===== config.mk =====
export PLATFORM = sky130hd
export DESIGN_NAME = readout_packet_deframer_unit
export DESIGN_NICKNAME = d
export VERILOG_FILES = /design/src/rtl/core/rpd_pkg.sv /design/src/rtl/core/readout_packet_deframer_unit.sv /design/src/rtl/core/rpd_ram.sv /design/src/rtl/core/rpd_link_seek.sv
export SDC_FILE = /design/constraint.sdc
export NUM_CORES = 1
export LEC_CHECK = 0
export BUFFER_PORTS_ARGS = -buffer_cell sky130_fd_sc_hd__buf_2
export CAP_MARGIN = 30
export CORE_UTILIZATION = 45
export DETAILED_ROUTE_END_ITERATION = 6
export RECOVER_POWER = 100
export SLEW_MARGIN = 20
export SYNTH_ARGS = -nofsm -noshare
export SYNTH_HDL_FRONTEND = slang
export SYNTH_SLANG_ARGS = --single-unit

===== constraint.sdc =====
create_clock -name clock -period 23.3 [get_ports clock]
set_input_delay 4.66 -clock clock [delete_from_list [all_inputs] [get_ports clock]]
set_output_delay 4.66 -clock clock [all_outputs]
set_load 0.05 [all_outputs]

===== src/rtl/core/rpd_pkg.sv =====
// ----------------------------------------------------------------------------
// Readout packet deframer package
// Shared item types, result kinds and field constants for the deframer.
// ----------------------------------------------------------------------------
package rpd_pkg;

   // Storage for per-link word counts.
   localparam int LINK_SLOTS_DEF = 64;
   localparam int LANES          = 4;
   localparam int LEN_W          = 6;
   localparam int ROW_W          = LANES * LEN_W;

   // Channel words that carry no sample, counted from one at the first channel word.
   localparam logic [5:0] SKIP_FIRST  = 6'd19;
   localparam logic [5:0] SKIP_SECOND = 6'd20;

   // Word positions inside a subpacket.
   localparam logic [5:0] POS_CHIP   = 6'd0;
   localparam logic [5:0] POS_HEADER = 6'd2;
   localparam logic [5:0] POS_CHAN   = 6'd3;

   typedef enum logic [2:0] {
      KIND_NONE   = 3'd0,
      KIND_EVENT  = 3'd1,
      KIND_SUBHDR = 3'd2,
      KIND_SAMPLE = 3'd3,
      KIND_STRAY  = 3'd4
   } kind_type;

   typedef struct packed {
      logic [31:0] packet_word;
      logic        first_word;
   } req_item_type;

   typedef struct packed {
      kind_type    kind;
      logic [5:0]  link_index;
      logic [15:0] source_id;
      logic [3:0]  format_version;
      logic [5:0]  link_count;
      logic [9:0]  orbit_count;
      logic [9:0]  request_count;
      logic [11:0] bunch_number;
      logic [7:0]  write_address;
      logic [5:0]  channel_index;
      logic [9:0]  adc_value;
      logic        end_of_packet;
   } rsp_item_type;

   // Outcome of the search for the next link that carries words.
   typedef struct packed {
      logic       found;
      logic [5:0] index;
   } seek_type;

endpackage


===== src/rtl/core/readout_packet_deframer_unit.sv =====
// ----------------------------------------------------------------------------
// Readout packet deframer
// Walks readout packets one 32-bit word per item and reports event headers,
// subpacket headers and ADC samples, one result item per input item.
//
//   Channel   Ports                          Moves
//   --------  -----------------------------  --------------------------------
//   request   req_valid req_stall req_item   packet word and first-word flag
//   response  rsp_valid rsp_stall rsp_item   tagged result, end-of-packet flag
//
// An item is accepted in every cycle while the skid register is empty; its
// result is registered on rsp_item, or in the skid register while rsp_stall is high.
// Per-link lengths sit in a RAM of four-link rows, re-read every cycle at the
// row of the current link. Reset is synchronous and clears the parser and the
// valid flags of both result registers; the length RAM is not cleared. A stalled
// response fills the skid register, after which req_stall rises until the response side drains.
// ----------------------------------------------------------------------------
module readout_packet_deframer_unit #(
   parameter int LINK_SLOTS = rpd_pkg::LINK_SLOTS_DEF
) (
   input  logic                  clock,
   input  logic                  reset,
   input  logic                  req_valid,
   output logic                  req_stall,
   input  rpd_pkg::req_item_type req_item,
   output logic                  rsp_valid,
   input  logic                  rsp_stall,
   output rpd_pkg::rsp_item_type rsp_item
);
   import rpd_pkg::*;

   localparam int ROWS   = (LINK_SLOTS + LANES - 1) / LANES;
   localparam int ADDR_W = (ROWS > 1) ? $clog2(ROWS) : 1;
   localparam logic [4:0] ROWS_V = 5'(ROWS);

   typedef enum logic [1:0] {
      PH_IDLE,
      PH_HDR2,
      PH_LEN,
      PH_SUB
   } phase_type;

   phase_type             phase_ff, phase_in;
   logic [5:0]            links_ff, links_in;
   logic [7:0]            fpga_ff, fpga_in;
   logic [3:0]            version_ff, version_in;
   logic [3:0]            seen_ff, seen_in;
   logic [5:0]            link_ff, link_in;
   logic [5:0]            pos_ff, pos_in;
   logic [5:0]            samples_ff, samples_in;
   logic [15:0]           chip_ff, chip_in;
   logic [LINK_SLOTS-1:0] nz_ff, nz_in;
   rsp_item_type          rsp_ff, skid_ff;
   logic                  rsp_valid_ff, skid_valid_ff;
   logic                  byp_ff, byp_in;
   logic [ROW_W-1:0]      byp_row_ff;

   rsp_item_type          res;
   logic                  accept, take;
   logic [31:0]           w;
   logic [ROW_W-1:0]      len_row_wr, ram_row, cur_row;
   logic [LEN_W-1:0]      len_cur;
   logic                  len_update, ram_we;
   logic [ADDR_W-1:0]     wr_addr, rd_addr;
   logic [6:0]            total_sum;
   logic [4:0]            seen_next;
   logic [6:0]            pos_next, seek_from;
   logic [5:0]            chan_count;
   seek_type              seek;

   assign w       = req_item.packet_word;
   assign accept  = req_valid && !req_stall;
   assign take    = rsp_valid_ff && !rsp_stall;

   assign len_row_wr = {w[29:24], w[21:16], w[13:8], w[5:0]};
   assign len_update = accept && !req_item.first_word && (phase_ff == PH_LEN);
   assign wr_addr    = ADDR_W'(seen_ff);
   assign ram_we     = len_update && ({1'b0, seen_ff} < ROWS_V);

   // Flags of links with a nonzero length, updated by the length word now
   // being taken so that the search below sees it.
   always_comb begin
      nz_in = nz_ff;
      for (int j = 0; j < LINK_SLOTS; j++) begin
         if (len_update && (4'(j >> 2) == seen_ff)) begin
            nz_in[j] = |len_row_wr[(j & 3) * LEN_W +: LEN_W];
         end
      end
   end

   assign seek_from = (phase_ff == PH_LEN) ? 7'd0 : ({1'b0, link_ff} + 7'd1);

   rpd_link_seek #(
      .LINK_SLOTS(LINK_SLOTS)
   ) u_seek (
      .nonzero(nz_in),
      .limit  (links_ff),
      .from   (seek_from),
      .seek   (seek)
   );

   rpd_ram #(
      .WIDTH(ROW_W),
      .DEPTH(ROWS)
   ) u_len_ram (
      .clock  (clock),
      .wr_en  (ram_we),
      .wr_addr(wr_addr),
      .wr_data(len_row_wr),
      .rd_addr(rd_addr),
      .rd_data(ram_row)
   );

   // The row holding the current link is read every cycle; a write to that
   // row on the same edge is forwarded for one cycle.
   assign rd_addr = ADDR_W'(link_in[5:2]);
   assign byp_in  = ram_we && (wr_addr == rd_addr);
   assign cur_row = byp_ff ? byp_row_ff : ram_row;
   assign len_cur = cur_row[link_ff[1:0] * LEN_W +: LEN_W];

   assign total_sum  = {1'b0, links_ff} + 7'd3;
   assign seen_next  = {1'b0, seen_ff} + 5'd1;
   assign pos_next   = {1'b0, pos_ff} + 7'd1;
   assign chan_count = pos_ff - 6'd2;

   always_comb begin
      phase_in   = phase_ff;
      links_in   = links_ff;
      fpga_in    = fpga_ff;
      version_in = version_ff;
      seen_in    = seen_ff;
      link_in    = link_ff;
      pos_in     = pos_ff;
      samples_in = samples_ff;
      chip_in    = chip_ff;
      res        = '0;
      res.kind   = KIND_NONE;

      if (accept) begin
         if (req_item.first_word) begin
            links_in   = w[19:14];
            fpga_in    = w[27:20];
            version_in = w[31:28];
            seen_in    = '0;
            link_in    = '0;
            pos_in     = '0;
            samples_in = '0;
            phase_in   = PH_HDR2;
         end else begin
            case (phase_ff)
               PH_HDR2: begin
                  res.kind           = KIND_EVENT;
                  res.source_id      = {8'd0, fpga_ff};
                  res.format_version = version_ff;
                  res.link_count     = links_ff;
                  res.orbit_count    = w[9:0];
                  res.request_count  = w[19:10];
                  res.bunch_number   = w[31:20];
                  seen_in            = '0;
                  if (links_ff == 6'd0) begin
                     phase_in          = PH_IDLE;
                     res.end_of_packet = 1'b1;
                  end else begin
                     phase_in = PH_LEN;
                  end
               end
               PH_LEN: begin
                  seen_in = seen_next[3:0];
                  if (seen_next >= total_sum[6:2]) begin
                     if (seek.found) begin
                        link_in    = seek.index;
                        pos_in     = '0;
                        samples_in = '0;
                        phase_in   = PH_SUB;
                     end else begin
                        phase_in          = PH_IDLE;
                        res.end_of_packet = 1'b1;
                     end
                  end
               end
               PH_SUB: begin
                  if (pos_ff == POS_CHIP) begin
                     chip_in = w[31:16];
                  end else if (pos_ff == POS_HEADER) begin
                     res.kind          = KIND_SUBHDR;
                     res.link_index    = link_ff;
                     res.source_id     = chip_ff;
                     res.bunch_number  = w[24:13];
                     res.write_address = w[11:4];
                  end else if (pos_ff >= POS_CHAN) begin
                     if (chan_count != SKIP_FIRST && chan_count != SKIP_SECOND) begin
                        res.kind          = KIND_SAMPLE;
                        res.link_index    = link_ff;
                        res.channel_index = samples_ff;
                        res.adc_value     = w[9:0];
                        samples_in        = samples_ff + 6'd1;
                     end
                  end
                  pos_in = pos_next[5:0];
                  if (pos_next >= {1'b0, len_cur}) begin
                     if (seek.found) begin
                        link_in    = seek.index;
                        pos_in     = '0;
                        samples_in = '0;
                     end else begin
                        phase_in          = PH_IDLE;
                        res.end_of_packet = 1'b1;
                     end
                  end
               end
               default: begin
                  res.kind = KIND_STRAY;
               end
            endcase
         end
      end
   end

   always_ff @(posedge clock) begin
      if (reset) begin
         phase_ff      <= PH_IDLE;
         links_ff      <= '0;
         seen_ff       <= '0;
         link_ff       <= '0;
         pos_ff        <= '0;
         samples_ff    <= '0;
         nz_ff         <= '0;
         rsp_valid_ff  <= 1'b0;
         skid_valid_ff <= 1'b0;
         byp_ff        <= 1'b0;
      end else begin
         phase_ff   <= phase_in;
         links_ff   <= links_in;
         seen_ff    <= seen_in;
         link_ff    <= link_in;
         pos_ff     <= pos_in;
         samples_ff <= samples_in;
         nz_ff      <= nz_in;
         byp_ff     <= byp_in;
         if (take || !rsp_valid_ff) begin
            rsp_valid_ff  <= skid_valid_ff || accept;
            skid_valid_ff <= 1'b0;
         end else if (accept) begin
            skid_valid_ff <= 1'b1;
         end
      end
      fpga_ff    <= fpga_in;
      version_ff <= version_in;
      chip_ff    <= chip_in;
      byp_row_ff <= len_row_wr;
      if (take || !rsp_valid_ff) begin
         rsp_ff <= skid_valid_ff ? skid_ff : res;
      end else if (accept) begin
         skid_ff <= res;
      end
   end

   assign req_stall = skid_valid_ff;
   assign rsp_valid = rsp_valid_ff;
   assign rsp_item  = rsp_ff;

   a_skid_behind_main: assert property (@(posedge clock) disable iff (reset)
      skid_valid_ff |-> rsp_valid_ff)
      else $error("skid register holds an item while the output register is empty");

   a_skid_on_stall: assert property (@(posedge clock) disable iff (reset)
      $rose(skid_valid_ff) |-> $past(rsp_stall))
      else $error("skid register filled without a stalled response");

   a_link_announced: assert property (@(posedge clock) disable iff (reset)
      (phase_ff == PH_SUB) |-> (link_ff < links_ff))
      else $error("walking a link beyond the announced count");

   a_pos_in_subpacket: assert property (@(posedge clock) disable iff (reset)
      (phase_ff == PH_SUB) |-> ({1'b0, pos_ff} < {1'b0, len_cur}))
      else $error("subpacket word position has run past the link length");

endmodule


===== src/rtl/core/rpd_ram.sv =====
// ----------------------------------------------------------------------------
// Generic single-port-write RAM
// One write port and one read port; read data is registered.
// ----------------------------------------------------------------------------
module rpd_ram #(
   parameter  int WIDTH  = 24,
   parameter  int DEPTH  = 16,
   localparam int ADDR_W = (DEPTH > 1) ? $clog2(DEPTH) : 1
) (
   input  logic              clock,
   input  logic              wr_en,
   input  logic [ADDR_W-1:0] wr_addr,
   input  logic [WIDTH-1:0]  wr_data,
   input  logic [ADDR_W-1:0] rd_addr,
   output logic [WIDTH-1:0]  rd_data
);

   logic [WIDTH-1:0] mem_ff [DEPTH];
   logic [WIDTH-1:0] rd_data_ff;

   always_ff @(posedge clock) begin
      if (wr_en) begin
         mem_ff[wr_addr] <= wr_data;
      end
      rd_data_ff <= mem_ff[rd_addr];
   end

   assign rd_data = rd_data_ff;

endmodule


===== src/rtl/core/rpd_link_seek.sv =====
// ----------------------------------------------------------------------------
// Next-link finder
// Picks the lowest announced link at or after a start point whose length is
// nonzero, by isolating the lowest set bit of the candidate vector.
// ----------------------------------------------------------------------------
module rpd_link_seek #(
   parameter int LINK_SLOTS = rpd_pkg::LINK_SLOTS_DEF
) (
   input  logic [LINK_SLOTS-1:0] nonzero,
   input  logic [5:0]            limit,
   input  logic [6:0]            from,
   output rpd_pkg::seek_type     seek
);
   import rpd_pkg::*;

   logic [LINK_SLOTS-1:0] cand;
   logic [LINK_SLOTS-1:0] lowest;
   logic [5:0]            index;

   always_comb begin
      for (int j = 0; j < LINK_SLOTS; j++) begin
         cand[j] = nonzero[j] && (6'(j) < limit) && (7'(j) >= from);
      end
   end

   assign lowest = cand & (~cand + LINK_SLOTS'(1));

   always_comb begin
      index = '0;
      for (int j = 0; j < LINK_SLOTS; j++) begin
         if (lowest[j]) begin
            index = index | 6'(j);
         end
      end
   end

   assign seek.found = |cand;
   assign seek.index = index;

endmodule

# Word-level counts from Yosys, hierarchy flattened
# Memories as Yosys holds them, arrays and structs flattened. A register that Yosys moved wholly into a read port is not among the register bits.
# Index checks and enable logic that the tools add are counted.
dict set report totals {
  regBits 333
  ram_bits 384
  inputBits 37
  output_inout_bits 94
  wordCells 759
  memories 1
}
# memory words width read_ports rd_clocked_by_memory_dff write_ports line_no
set memory_table {}
lappend memory_table {u_len_ram.mem_ff 16 24 1 1 1 rpd_ram.sv:18} ;# logic [WIDTH-1:0] mem_ff [DEPTH];
dict set report op_classes {
  n_addsub 7
  n_mul 1
  n_lt_le_gt_ge 131
  eq_ne 33
  shift 1
  mux 369
  bitwise_logic 3
  reduce_logical 174
}
# cell n
set ops {}
lappend ops {{two-way mux 6 bit} 116}
lappend ops {{two-way mux 92 bit} 6}
lappend ops {{two-way mux 16 bit} 34}
lappend ops {{>= comparator 6 x 7 -> 1 bit, first input constant} 32}
lappend ops {{less-than comparator 6 bit, first input constant} 32}
lappend ops {{two-way mux 9 bit} 17}
lappend ops {{logical AND 1 bit} 150}
lappend ops {{two-way mux 36 bit} 4}
lappend ops {{>= comparator 5 x 7 -> 1 bit, first input constant} 16}
lappend ops {{two-way mux 20 bit} 5}
lappend ops {{two-way mux 25 bit} 4}
lappend ops {{two-way mux 1 bit} 97}
lappend ops {{less-than comparator 5 x 6 -> 1 bit, first input constant} 16}
lappend ops {{two-way mux 24 bit} 4}
lappend ops {{two-way mux 30 bit} 3}
lappend ops {{two-way mux 5 bit} 16}
lappend ops {{adder 64 x 1 -> 64 bit, second input constant} 1}
lappend ops {{AND 64 bit} 1}
lappend ops {{inverter 64 bit} 1}
lappend ops {{OR reduction 64 bit} 1}
lappend ops {{>= comparator 4 x 7 -> 1 bit, first input constant} 8}
lappend ops {{two-way mux 2 bit} 28}
lappend ops {{two-way mux 4 bit} 14}
lappend ops {{less-than comparator 4 x 6 -> 1 bit, first input constant} 8}
lappend ops {{other kinds (53)} 105}

# Depth between registers and ports, before layout
dict set report logic_depth {
  depth_word 91
  ltp_mapped 22
  mapped_depth_nobuf 17
}

# Cells and area by module
# Synthesis repeated with hierarchy kept, for this count alone.
dict set report hier_totals {
  cells_unflattened 2244
  area_unflattened_um2 31615.3
}
# module instances cells_per_inst area_each_um2 seq_area_each_um2
set modules_own_cells {}
lappend modules_own_cells {rpd_ram 1 636 14930.6 12011.5}
lappend modules_own_cells {readout_packet_deframer_unit 1 1098 13513.0 8788.4}
lappend modules_own_cells {rpd_link_seek 1 510 3171.8 0.0}

# Least setup slack after synthesis
# OpenSTA, ideal clock, no wires.
dict set report synth_path {
  path_type {input to register}
  start {input rsp_stall}
  end {register skid_ff[0] (netlist name) (enable)}
  setup_ns 0.542
  t_arrival_ns 10.812
  t_required_ns 22.758
  slack_ns 11.946
  stages 2
  n_path_buf 0
  path_cell_list {nand2_1 > nor2_1}
}
dict set report synth_between {
  elab_chain_cells 5
  elab_cells_between_ends 6
  cone_classes {bitwise: 1; reduce/logical: 5}
}
# element line_no
set synth_rtl {}
lappend synth_rtl {{start, declared} readout_packet_deframer_unit.sv:27} ;# input logic rsp_stall,
lappend synth_rtl {{zero test 1 bit *} readout_packet_deframer_unit.sv:73} ;# assign take = rsp_valid_ff && !rsp_stall;
lappend synth_rtl {{logical AND 1 bit *} readout_packet_deframer_unit.sv:73}
lappend synth_rtl {{logical OR 1 bit *} readout_packet_deframer_unit.sv:251} ;# if (take || !rsp_valid_ff) begin
lappend synth_rtl {{nonzero test 2 bit (no source line) / inverter 1 bit (equally long branches)} -}
lappend synth_rtl {{AND reduction 2 bit (no source line) *} -}
lappend synth_rtl {{end signal, assigned} readout_packet_deframer_unit.sv:254} ;# skid_ff <= res;
lappend synth_rtl {{end, declared} readout_packet_deframer_unit.sv:53} ;# rsp_item_type rsp_ff, skid_ff;
# Mark *: on every way between the ends. The rest lies on a longest branch, timed or not.
# A chain may end at the register's enable or synchronous reset.

# Worst setup path after layout
dict set report layout_path {
  start {input req_item[0] (netlist name)}
  end {register u_len_ram.rd_data_ff[23], in the netlist u_len_ram.rd_data[23] (read register of u_len_ram.mem_ff)}
}
dict set report layout_between {
  elab_chain_cells 85
  elab_cells_between_ends 298
  cone_classes {add/sub: 1; mux: 147; bitwise: 2; reduce/logical: 148}
}
# element line_no
set layout_rtl {}
lappend layout_rtl {{start, declared} readout_packet_deframer_unit.sv:25} ;# input rpd_pkg::req_item_type req_item,
lappend layout_rtl {{zero test 1 bit} readout_packet_deframer_unit.sv:76} ;# assign len_update = accept && !req_item.first_word && (phase_ff == PH_LEN);
lappend layout_rtl {{logical AND 1 bit (2 in a row)} readout_packet_deframer_unit.sv:76}
lappend layout_rtl {{logical AND 1 bit} readout_packet_deframer_unit.sv:85} ;# if (len_update && (4'(j >> 2) == seen_ff)) begin
lappend layout_rtl {{two-way mux 1 bit} readout_packet_deframer_unit.sv:85}
lappend layout_rtl {{logical AND 1 bit (2 in a row)} rpd_link_seek.sv:22} ;# cand[j] = nonzero[j] && (6'(j) < limit) && (7'(j) >= from);
lappend layout_rtl {{inverter 64 bit} rpd_link_seek.sv:26} ;# assign lowest = cand & (~cand + LINK_SLOTS'(1));
lappend layout_rtl {{adder 64 x 1 -> 64 bit} rpd_link_seek.sv:26}
lappend layout_rtl {{AND 64 bit} rpd_link_seek.sv:26}
lappend layout_rtl {{[66 not listed]} -}
lappend layout_rtl {{two-way mux 6 bit} readout_packet_deframer_unit.sv:150} ;# case (phase_ff)
lappend layout_rtl {{two-way mux 6 bit} readout_packet_deframer_unit.sv:140} ;# if (req_item.first_word) begin
lappend layout_rtl {{two-way mux 6 bit} readout_packet_deframer_unit.sv:139} ;# if (accept) begin
lappend layout_rtl {{one-hot mux 6 bit (2 select lines)} readout_packet_deframer_unit.sv:150}
lappend layout_rtl {{two-way mux 6 bit} readout_packet_deframer_unit.sv:140}
lappend layout_rtl {{two-way mux 6 bit} readout_packet_deframer_unit.sv:139}
lappend layout_rtl {{two-way mux 6 bit *} readout_packet_deframer_unit.sv:140}
lappend layout_rtl {{two-way mux 6 bit * (2 in a row)} readout_packet_deframer_unit.sv:139}
lappend layout_rtl {{end, declared} rpd_ram.sv:19} ;# logic [WIDTH-1:0] rd_data_ff;
# Mark *: on every way between the ends. The rest lies on a longest branch, timed or not. The select of a mux whose other input is x is not followed.

==> metrics <==
Yosys top cell by area edfxtp_1; Slew headroom -1.099; initial antenna violation count 4; largest net degree at the start of global routing ~130; hold_buf cts 0; layout overhead on the synthesized area 11.86%; Syn Nets approximately 2500; clock sink total 740; crit path buf inv count 6; Synth area leaders edfxtp_1 (56%), dfxtp_1 (8.9%), mux2i_1 (7.5%); Internal about 2.2 mW; Worst Path Arrival 16.99 ns; worst setup path start req_item[0]; IR drop worst, VDD ~0.000055 V; CTS tree done; CTS resizes 0; via/cell ratio between 6 and 7; row count just under 100; failing checks capacitance limit, slew limit; # setup viols final 0; global-route wire length before repair between 100 and 150 mm; endpoints failing hold 0; met2 wire len ~45 mm; Leak ~14 nW; M1 wire length 42.57 mm; Starting Density 0.4576; gr usage total 0.2640; Cell variety after synth 100; Net Sw Power ~0.6 mW; Core Region slightly above 0.07 mm^2; most used cell, CP clkbuf_1; synth warn 0; proportion of layout cells with a drive suffix above 1 0.08272; Post-synth top flop edfxtp_1; Yosys reg bits between 700 and 800; fillers slightly above 6000; EDFF count, synth roughly 600; status finished, violations left; crit start category primary input; via count around 22000; Tmin final between 15 and 20 ns; met3 WL 6.648 mm; worst min-delay path category flop to flop; Final Power around 2.8 mW; clk_lat worst skew between 0.6 and 0.7 ns; H-tree Lvls 3; Clock Path Buffers 3; GP Congestion around 0.99; fmax ~60 MHz; Mean Syn Cell Area about 13 um^2; Slew Limit Fails 655; Die X-Extent between 200 and 300 um; Sw Share 0.2229; Pwr Density around 77 mW/mm^2; clock share of power 0.432; hold path startpoint nz_ff[20]$_SDFF_PP0_; worst flop-to-flop path startpoint phase_ff[0]$_SDFFE_PP0P_; Seq/Total Area, Yosys 0.6450; drc violations 0; I/O Buffers 130; worst slew pin tran about 3.1 ns; vias in the first global route 20940; WL/cell 27.76 um; Die Ht between 200 and 300 um; Clock Tree Root clkbuf_16; Setup CP Type primary input to flop; num ports ~130; top-area cell type share of the netlist area 0.5556; Reg power frac 0.525; MaxCap Viol Count 22; setup TNS 0 ns; Async S/R FF share, synth 0; initial DRC count between 2000 and 2500; mapped cell area between 0.03 and 0.04 mm^2; DRT Pass-1 Iters 5; worst-path maximum fanout 98; Worst-path clk slew ~0.060 ns; Logic pwr share 0.044; DP Worst Slack around 11 ns; final net count roughly 2600; Worst Path Required around 24 ns; part of the cycle the worst path needs 0.7081; ANT nets after route 0; worst setup margin approximately 6.8 ns; critical path's top delay family buffers and inverters; HPWL Detailed a little over 60 mm; DR top layer met5; Critical Path, Cell by Cell clkbuf_1 > and4bb_1 > and2_2 > clkbuf_1 > a211oi_1 > nor4_1 > a21oi_1 > and4bb_1 > and3_1 > nand4_1 > o211ai_1 > a2bb2oi_4 > clkbuf_1 > buf_16 > clkbuf_1 > buf_16 > mux2i_1 > o22ai_1 > or4_1; final WL 97.60 mm; Die Area approximately 0.073 mm^2; CP peak stage delay between 2 and 2.5 ns; CP max-delay cell clkbuf_1; total grt overflow 0; postcts setup bufs 0; TritonCTS Buffers 76; clock skew roughly 0.028 ns; RSZ-0062 raised after global routing false; Critical Path Sink Type flop; Mapped Cells 2390
## layout make-up
cell class / instances / area, um^2 / area share
Antenna cell: 1 / 2.502 / 0.00006944
Clock buffer: 110 / 2163 / 0.06003
Clock inverter: 29 / 291.5 / 0.008090
Inverter: 25 / 93.84 / 0.002604
Multi-Input combinational cell: 1472 / 10530 / 0.2921
Sequential cell: 740 / 20780 / 0.5768
Tap cell: 940 / 1176 / 0.03264
Timing Repair Buffer: 199 / 999.7 / 0.02774
## worst paths after layout
check                           slack [ns]                             to  cells past startpoint
worst max-delay path                  6.80  u_len_ram.rd_data[23]$_DFF_P_                     19
worst min-delay path                  0.49           nz_ff[20]$_SDFF_PP0_                      2
worst max register to register       10.13  u_len_ram.rd_data[23]$_DFF_P_                     21
worst min register to register        0.49           nz_ff[20]$_SDFF_PP0_                      2
## power by group through the flow
stage / combinational (mW) / clock, mW / sequential [mW]
6_report: 0.120 / 1.19 / 1.45
5_1_grt: 0.126 / 1.26 / 1.45
4_1_cts: 0.125 / 1.21 / 1.45
3_5_place_dp: 0.125 / 0 / 1.48
3_3_place_gp: 0.122 / 0 / 1.48
2_1_floorplan: 0.0357 / 0 / 1.52
## Yosys cell counts, types with 24 or more instances
library cell  count
and2_1           39
buf_4            25
nand3_1          43
a211oi_1         39
o21ai_0          51
or4_1            35
mux2i_1         241
ha_1             28
a21o_1          102
nor3_1           29
a21oi_1          89
clkbuf_1         74
inv_1            24
nand2_1          74
dfxtp_1         144
edfxtp_1        596
buf_2            38
nor2_1          170
and3_1           72
o22ai_1         106
## worst min-delay path, delay by kind of cell, from the launching register on
| kind | cells | cell delay [ns] |
|---|---|---|
| flip-flops | 1 | 0.31 |
| AO/OA/AOI/OAI | 1 | 0.07 |
| AND/OR/NAND/NOR | 1 | 0.07 |
## state kept, by name, summed over array words and instances, names as in the netlist, 8 cells and up
register,cells
skid_ff,92
chip_ff,16
u_len_ram.mem_ff,384
nz_ff,63
rsp_item,92
byp_row_ff,24
u_len_ram.rd_data,24
fpga_ff,8
## metrics by stage
stage | hold WS [ns] | cell area, um^2 | std cells | util
5_1_grt | 0.5131 | 36030 | 3515 | 0.5119
3_3_place_gp | 0.4689 | 33750 | 3362 | 0.4795
6_report | 0.4879 | 36040 | 3516 | 0.5119
2_1_floorplan | 0.4466 | 32210 | 2390 | -
3_5_place_dp | 0.4766 | 33890 | 3370 | 0.4814
4_1_cts | 0.4863 | 36340 | 3509 | 0.5163
## metal layers
layer	vias up	GRT usage
met4	4	0.09375
met3	166	0.04390
li1	9566	-
met1	10980	0.3652
met5	-	0
met2	892	0.4204
## placed cells by master (no fill, tap or decap), types with 16 or more instances in the layout
cell,n
edfxtp_1,596
mux2i_1,240
clkbuf_1,175
nor2_1,170
dfxtp_1,143
o22ai_1,106
a21o_1,102
a21oi_1,91
clkbuf_16,79
nand2_1,74
and3_1,71
o21ai_0,53
nand3_1,45
a211oi_1,39
or4_1,35
buf_4,29
nor3_1,28
ha_1,27
inv_1,25
nor2b_1,24
and2_0,22
a22oi_1,21
nand2b_1,19
a211o_1,19
nor4_1,19
nand4_1,17
and2_1,16
## cells by family after synthesis
family,count (synthesis),share of synthesized area
AOI/OAI and AO/OA,539,0.1165
xor gates and xnor gates,19,0.006215
adders and majority gates,28,0.01088
buffers and inverters,178,0.02746
DFF,740,0.6450
muxes,259,0.08568
and+or+nand+nor,627,0.1082
No activity file was read; power rests on OpenSTA's default activity.
